**config.mk**
```make
export PLATFORM = sky130hd
export DESIGN_NAME = uart_rx_oversampled_majority
export DESIGN_NICKNAME = d
export VERILOG_FILES = /design/src/rtl/uart_rxom_pkg.sv /design/src/rtl/uart_rxom_fsm.sv /design/src/rtl/uart_rx_oversampled_majority.sv
export SDC_FILE = /design/constraint.sdc
export NUM_CORES = 1
export LEC_CHECK = 0
export CAP_MARGIN = 20
export CORE_MARGIN = 2
export CORE_UTILIZATION = 65
export CTS_BUF_LIST = sky130_fd_sc_hd__clkbuf_4 sky130_fd_sc_hd__clkbuf_8
export CTS_CLUSTER_DIAMETER = 50
export DETAILED_ROUTE_END_ITERATION = 8
export DONT_BUFFER_PORTS = 1
export PLACE_DENSITY = 0.83
export SLEW_MARGIN = 30
export SYNTH_ARGS = -nofsm -noshare
export SYNTH_HDL_FRONTEND = slang
export SYNTH_HIERARCHICAL = 1
export SYNTH_SLANG_ARGS = --single-unit
```
**constraint.sdc**
```tcl
create_clock -name clk -period 5.1 [get_ports clk]
set_input_delay 0.51 -clock clk [delete_from_list [all_inputs] [get_ports clk]]
set_output_delay 0.51 -clock clk [all_outputs]
set_load 0.05 [all_outputs]
```
**src/rtl/uart_rxom_pkg.sv**
```systemverilog
`default_nettype none

package uart_rxom_pkg;

  // Width of the data shift register and of the delivered byte.
  localparam int REG_BITS = 8;

  // Default number of data bits in one frame.
  localparam int DATA_BITS_DEF = 8;

  // Oversampling ratio and the vote threshold for a one.
  localparam logic [1:0] SAMPLES_PER_BIT = 2'd3;
  localparam logic [1:0] MAJORITY        = 2'd2;

  // Width of the data bit counter.
  localparam int BIT_CNT_W = 4;

  typedef logic [REG_BITS-1:0] rx_byte_t;

  // One result of one line sample.
  typedef struct packed {
    logic     byte_valid;
    rx_byte_t byte_value;
    logic     frame_error;
  } rx_result_t;

endpackage

`default_nettype wire

```
**src/rtl/uart_rxom_fsm.sv**
```systemverilog
`default_nettype none

module uart_rxom_fsm
  import uart_rxom_pkg::*;
#(
  parameter int DATA_BITS = DATA_BITS_DEF
) (
  input  wire logic       clk,
  input  wire logic       rst_n,
  input  wire logic       cfg_wr_en,
  input  wire logic       cfg_rx_enable,
  input  wire logic       step,
  input  wire logic       line_level,
  output rx_result_t      result
);

  localparam int INSERT_POS = ((DATA_BITS > REG_BITS) ? REG_BITS : DATA_BITS) - 1;
  localparam logic [BIT_CNT_W-1:0] DATA_BITS_CNT = BIT_CNT_W'(DATA_BITS);

  typedef enum logic [1:0] {
    PH_IDLE    = 2'd0,
    PH_CONFIRM = 2'd1,
    PH_DATA    = 2'd2,
    PH_STOP    = 2'd3
  } phase_t;

  phase_t               phase_r,      phase_nxt;
  logic [1:0]           sample_cnt_r, sample_cnt_nxt;
  logic [1:0]           high_cnt_r,   high_cnt_nxt;
  logic [BIT_CNT_W-1:0] bit_cnt_r,    bit_cnt_nxt;
  rx_byte_t             shift_r,      shift_nxt;
  logic                 rx_enable_r;

  logic [1:0]           sample_inc;
  logic [1:0]           high_inc;
  logic [BIT_CNT_W-1:0] bit_inc;
  rx_byte_t             shifted;

  always_comb begin
    sample_inc = (sample_cnt_r == 2'd3) ? sample_cnt_r : sample_cnt_r + 2'd1;
    if (line_level && (high_cnt_r != 2'd3)) begin
      high_inc = high_cnt_r + 2'd1;
    end else begin
      high_inc = high_cnt_r;
    end
    bit_inc = bit_cnt_r + BIT_CNT_W'(1);
    shifted = shift_r >> 1;
    shifted[INSERT_POS] = (high_inc >= MAJORITY) ? 1'b1 : 1'b0;
  end

  always_comb begin
    phase_nxt      = phase_r;
    sample_cnt_nxt = sample_cnt_r;
    high_cnt_nxt   = high_cnt_r;
    bit_cnt_nxt    = bit_cnt_r;
    shift_nxt      = shift_r;
    result         = '0;
    unique case (phase_r)
      PH_IDLE: begin
        if (rx_enable_r && !line_level) begin
          phase_nxt = PH_CONFIRM;
        end
      end
      PH_CONFIRM: begin
        if (!line_level) begin
          bit_cnt_nxt    = '0;
          high_cnt_nxt   = '0;
          shift_nxt      = '0;
          sample_cnt_nxt = '0;
          phase_nxt      = PH_DATA;
        end else begin
          phase_nxt = PH_IDLE;
        end
      end
      PH_DATA: begin
        high_cnt_nxt   = high_inc;
        sample_cnt_nxt = sample_inc;
        if (sample_inc >= SAMPLES_PER_BIT) begin
          sample_cnt_nxt = '0;
          high_cnt_nxt   = '0;
          shift_nxt      = shifted;
          bit_cnt_nxt    = bit_inc;
          if (bit_inc >= DATA_BITS_CNT) begin
            bit_cnt_nxt = '0;
            phase_nxt   = PH_STOP;
          end
        end
      end
      PH_STOP: begin
        high_cnt_nxt   = high_inc;
        sample_cnt_nxt = sample_inc;
        if (sample_inc == 2'd2) begin
          if (high_inc == 2'd0) begin
            result.frame_error = 1'b1;
            phase_nxt          = PH_IDLE;
          end
        end else if (sample_inc >= SAMPLES_PER_BIT) begin
          if (high_inc >= MAJORITY) begin
            result.byte_valid = 1'b1;
            result.byte_value = shift_r;
            phase_nxt         = PH_IDLE;
          end
        end
      end
      default: begin
        phase_nxt = PH_IDLE;
      end
    endcase
  end

  always_ff @(posedge clk) begin
    if (!rst_n) begin
      phase_r      <= PH_IDLE;
      sample_cnt_r <= '0;
      high_cnt_r   <= '0;
      bit_cnt_r    <= '0;
      shift_r      <= '0;
      rx_enable_r  <= 1'b1;
    end else begin
      if (cfg_wr_en) begin
        rx_enable_r <= cfg_rx_enable;
      end
      if (step) begin
        phase_r      <= phase_nxt;
        sample_cnt_r <= sample_cnt_nxt;
        high_cnt_r   <= high_cnt_nxt;
        bit_cnt_r    <= bit_cnt_nxt;
        shift_r      <= shift_nxt;
      end
    end
  end

endmodule

`default_nettype wire

```
**src/rtl/uart_rx_oversampled_majority.sv**
```systemverilog
// UART receiver, 8N1 by default, working on line samples taken at three times
// the baud rate with a two-of-three vote on every data bit.
// The input channel carries one line sample per transfer (in_line_level).
// Each accepted sample produces exactly one result transfer on the output
// channel: out_byte_valid marks a completed byte with a good stop bit and
// out_byte_value carries it, while out_frame_error marks a stop bit that
// showed no high sample by its second sample. Other results are all zero.
// An accepted sample is registered in the input register, then run through the
// receiver state update, and its result is loaded into the result register.
// The block sustains one sample per cycle while the output is not stalled;
// each sample needs a single state update, in order.
// The cfg_ port writes rx_enable; clearing it stops start-bit detection only.
// It should be written while no sample is in flight.
// Reset (rst_n low, synchronous) returns the receiver to idle, sets rx_enable,
// and empties both the input and the result register.
// When the receiver stalls the output, the result is held unchanged; an empty
// input register still accepts one sample, and in_stall rises once it holds one.

`default_nettype none

module uart_rx_oversampled_majority
  import uart_rxom_pkg::*;
#(
  parameter int DATA_BITS = DATA_BITS_DEF
) (
  input  wire logic       clk,
  input  wire logic       rst_n,
  // Configuration write port.
  input  wire logic       cfg_wr_en,
  input  wire logic       cfg_rx_enable,
  // Sample input channel.
  input  wire logic       in_valid,
  output logic            in_stall,
  input  wire logic       in_line_level,
  // Result channel.
  output logic            out_valid,
  input  wire logic       out_stall,
  output logic            out_byte_valid,
  output rx_byte_t        out_byte_value,
  output logic            out_frame_error
);

  // Input register: one sample waiting for the state update.
  logic in_valid_r;
  logic line_r;

  // Result register.
  logic       out_valid_r;
  rx_result_t result_r;

  rx_result_t result_nxt;
  logic       advance;
  logic       step;

  // The result register can load when it is empty or its content is being
  // taken in this cycle.
  assign advance  = !out_valid_r || !out_stall;
  // A sample moves from the input register into the state update.
  assign step     = in_valid_r && advance;
  // The input register is blocked only when it holds a sample that cannot move.
  assign in_stall = in_valid_r && !advance;

  uart_rxom_fsm #(
    .DATA_BITS (DATA_BITS)
  ) u_fsm (
    .clk           (clk),
    .rst_n         (rst_n),
    .cfg_wr_en     (cfg_wr_en),
    .cfg_rx_enable (cfg_rx_enable),
    .step          (step),
    .line_level    (line_r),
    .result        (result_nxt)
  );

  always_ff @(posedge clk) begin
    if (!rst_n) begin
      in_valid_r  <= 1'b0;
      out_valid_r <= 1'b0;
    end else begin
      if (!in_stall) begin
        in_valid_r <= in_valid;
      end
      if (advance) begin
        out_valid_r <= in_valid_r;
      end
    end
  end

  // Payload registers need no reset.
  always_ff @(posedge clk) begin
    if (in_valid && !in_stall) begin
      line_r <= in_line_level;
    end
    if (step) begin
      result_r <= result_nxt;
    end
  end

  assign out_valid       = out_valid_r;
  assign out_byte_valid  = result_r.byte_valid;
  assign out_byte_value  = result_r.byte_value;
  assign out_frame_error = result_r.frame_error;

endmodule

`default_nettype wire

```
==> flow_summary.toml <==
[detailed_routing]
via_per_inst = 6.121
num_vias = 1010
drc = 0
drtIter0Drc = 24
detail-route-antenna-nets = 0
wl_um = 2263
wl_per_cell_um = 13.72
drtPass1Iterations = 4

[placement]
hpwl_um = 1606
dpl.cell_count = 157
gp_congestion = 0.8140
place_area_mm2 = 0.001396
port_buffers = 0

[logic_synthesis]
yosysWarnings = 6
synth_edf_count = 11
netlist_instances = 135
mappedNetlistArea_mm2 = 0.001393
syn_avg_cell_area_um2 = 10.32
synth_nets = 144
synth-main-ff-cell = "dfxtp_1"
synthDistinctLibCells = 41
async_flop_share_pct = 0
yosysSeqAreaShare_pct = 53.91
yosysTopAreaCellShare_pct = 30.19
synthTopCellsByArea = "dfxtp_1 30%, edfxtp_1 24%, a21oi_1 5.0%"
ys_ff_latch = 32
synthDominantAreaCellType = "dfxtp_1"

[cts]
cts_setup_buffers = 0
clock_sinks = 32
cts_inserted_buffers = 5
cts_tree = "done"
clkTransAtPathRegs_ns = 0.09
cts.htree.levels = 2
clock_path_buffers = 2
postCtsHoldBufs = 0
clk-insertion-delay-late_ns = 0.34
ctsResizeCount = 0
root_buffer = "clkbuf_4"

[worst_setup_path]
worstPathCellList = "nor2b_1 -> o21ai_0 -> or3_1 -> a21oi_1"
max_stage_delay_ns = 0.56
crit_buf_inv = 0
critical_path.top_delay_family = "simple AND/OR/NAND/NOR gates"
worst_setup_path_end_kind = "register"
timing.critical_path.arrival_ns = 2.21
worstSetupPathType = "register to register"
crit_fanout = 11
cp.required_ns = 5.36
startpoint_type = "register"
crit_path_top_delay_cell = "nor2b_1"

[die]
ioPinCount = 19
coreArea_mm2 = 0.001982
die_y_um = 50.29
die_w_um = 50.29
core.rowCount = 16
dieArea_mm2 = 0.002529
start_util_pct = 70.27

[global_route]
overflow = 0
grt_max_degree = 19
grt_pass1_vias = 888
met2_usage_pct = 32.24
grt_usage_pct = 21.42
use_met3_pct = 5.357
grt_pass1_wl_um = 3898
use_met1_pct = 26.13
antenna_found_initial = 0
grt_busiest_layer = "met2"

[timing]
hold_slack_ns = 0.2308
rsz0062_at_grt = "false"
setup_viol = 0
maxSlewViolCount = 0
clock_skew_ns = 0.007473
final.period_utilization_pct = 38.15
period_minus_slack_ns = 1.946
timing.slew.headroom_pct = 59.47
fin_tns_setup_ns = 0
hold_viol_final = 0
max_clock_freq_mhz = 514.0
tightest_slew_ns = 0.6067

[layout]
drive_gt1_share_pct = 9.420
num-fill-cells = 145
multi_input_comb_area_um2 = 600.6
n_antenna_cell = 0
area_growth_pct = 4.312
final_cells = 165
layout.nets = 146
stdcell_area_mm2 = 0.001453
seq_area_um2 = 750.7

[power]
ir_worst_vdd_mv = 0.2228
total_power_mw = 0.4424
powerDensity_mw_per_mm2 = 304.5
leakage_nw = 0.5033

[job]
cap_violations = 0

[hold_path]
min_path_type = "input port to register"
worstHoldStart = "rst_n"

[outcome]
status = "finished, final reports clean"
==> metal layers <==
metal / up-vias / part of all wire (%)
met1: 477 / 44
met4: 0 / 3.2
met5: - / 0
met2: 28 / 48
met3: 8 / 4.6
li1: 497 / -
==> Yosys cell counts, types with 2 or more instances <==
library cell,instances
a21oi_1,14
a22o_1,2
a31oi_1,2
and2_1,9
and4_1,2
buf_2,3
dfxtp_1,21
edfxtp_1,11
ha_1,2
nand2_1,14
nand3_1,8
nand3b_1,2
nor2_1,5
nor2b_1,6
nor3_1,4
o21a_1,2
o21ai_0,3
o21ai_1,2
==> per-stage QoR <==
stage / setup slack [ns] / util (%)
global placement: 3.277 / 70.45
floorplan: 2.630 / -
finish: 3.154 / 73.30
CTS: 3.132 / 73.30
detailed placement: 3.203 / 70.45
global route: 2.931 / 73.30
==> worst paths after layout <==
kind,to,slack [ns],depth (start not counted)
setup / recovery,u_fsm/bit_cnt_r[0],3.15,4
hold / removal,u_fsm/rx_enable_r,0.23,1
setup reg to reg,u_fsm/bit_cnt_r[0],3.15,4
hold reg to reg,u_fsm/shift_r[0],0.47,2
==> where the power goes <==
| group | leakage [nW] | switching [mW] | total [mW] | internal, mW |
|---|---|---|---|---|
| Sequential | 0.270 | 0.0180 | 0.287 | 0.269 |
| Combinational | 0.199 | 0.00831 | 0.0137 | 0.00536 |
| Clock | 0.0338 | 0.0779 | 0.141 | 0.0635 |
==> cells by family (layout without fill, tap and decap cells) <==
kind of cell    after synthesis  count (layout)  synth area share, %
compound gates               33              33                14.92
fa+ha+maj                     2               2                1.797
buf+inv                       7              10                2.964
flops                        32              32                53.91
mux                           2               2                1.797
simple gates                 59              59                24.62
==> state kept, by name, indices dropped and copies added (netlist names), named ones only <==
signal	cells
out_frame_error	1
in_valid_r	1
u_fsm/bit_cnt_r	4
u_fsm/shift_r	8
u_fsm/rx_enable_r	1
out_byte_valid	1
out_byte_value	8
line_r	1
out_valid	1
u_fsm/high_cnt_r	2
u_fsm/phase_r	1
u_fsm/sample_cnt_r	2
==> cell type report <==
cell class | instances | share of cell area [%]
inverter | 1 | 0.2584
sequential | 32 | 51.68
multi-input combinational | 96 | 41.34
clock inverter | 1 | 0.2584
timing repair buffer | 1 | 0.5168
tap | 27 | 2.326
clock buffer | 7 | 3.618
==> cells in the final DEF (no fill, tap or decap), drive strengths merged, types with 2 or more instances in the layout <==
master and count:
nand2 14, nor3 4, and3 2, nor2 5
edfxtp 11, a22o 2, clkbuf 7, and4 2
nand3b 2, o21a 2, and2 9, dfxtp 21
ha 2, a21oi 14, nand3 8, a31oi 2
nor2b 7, o21ai 6
Power figures use the tool's default switching activity.
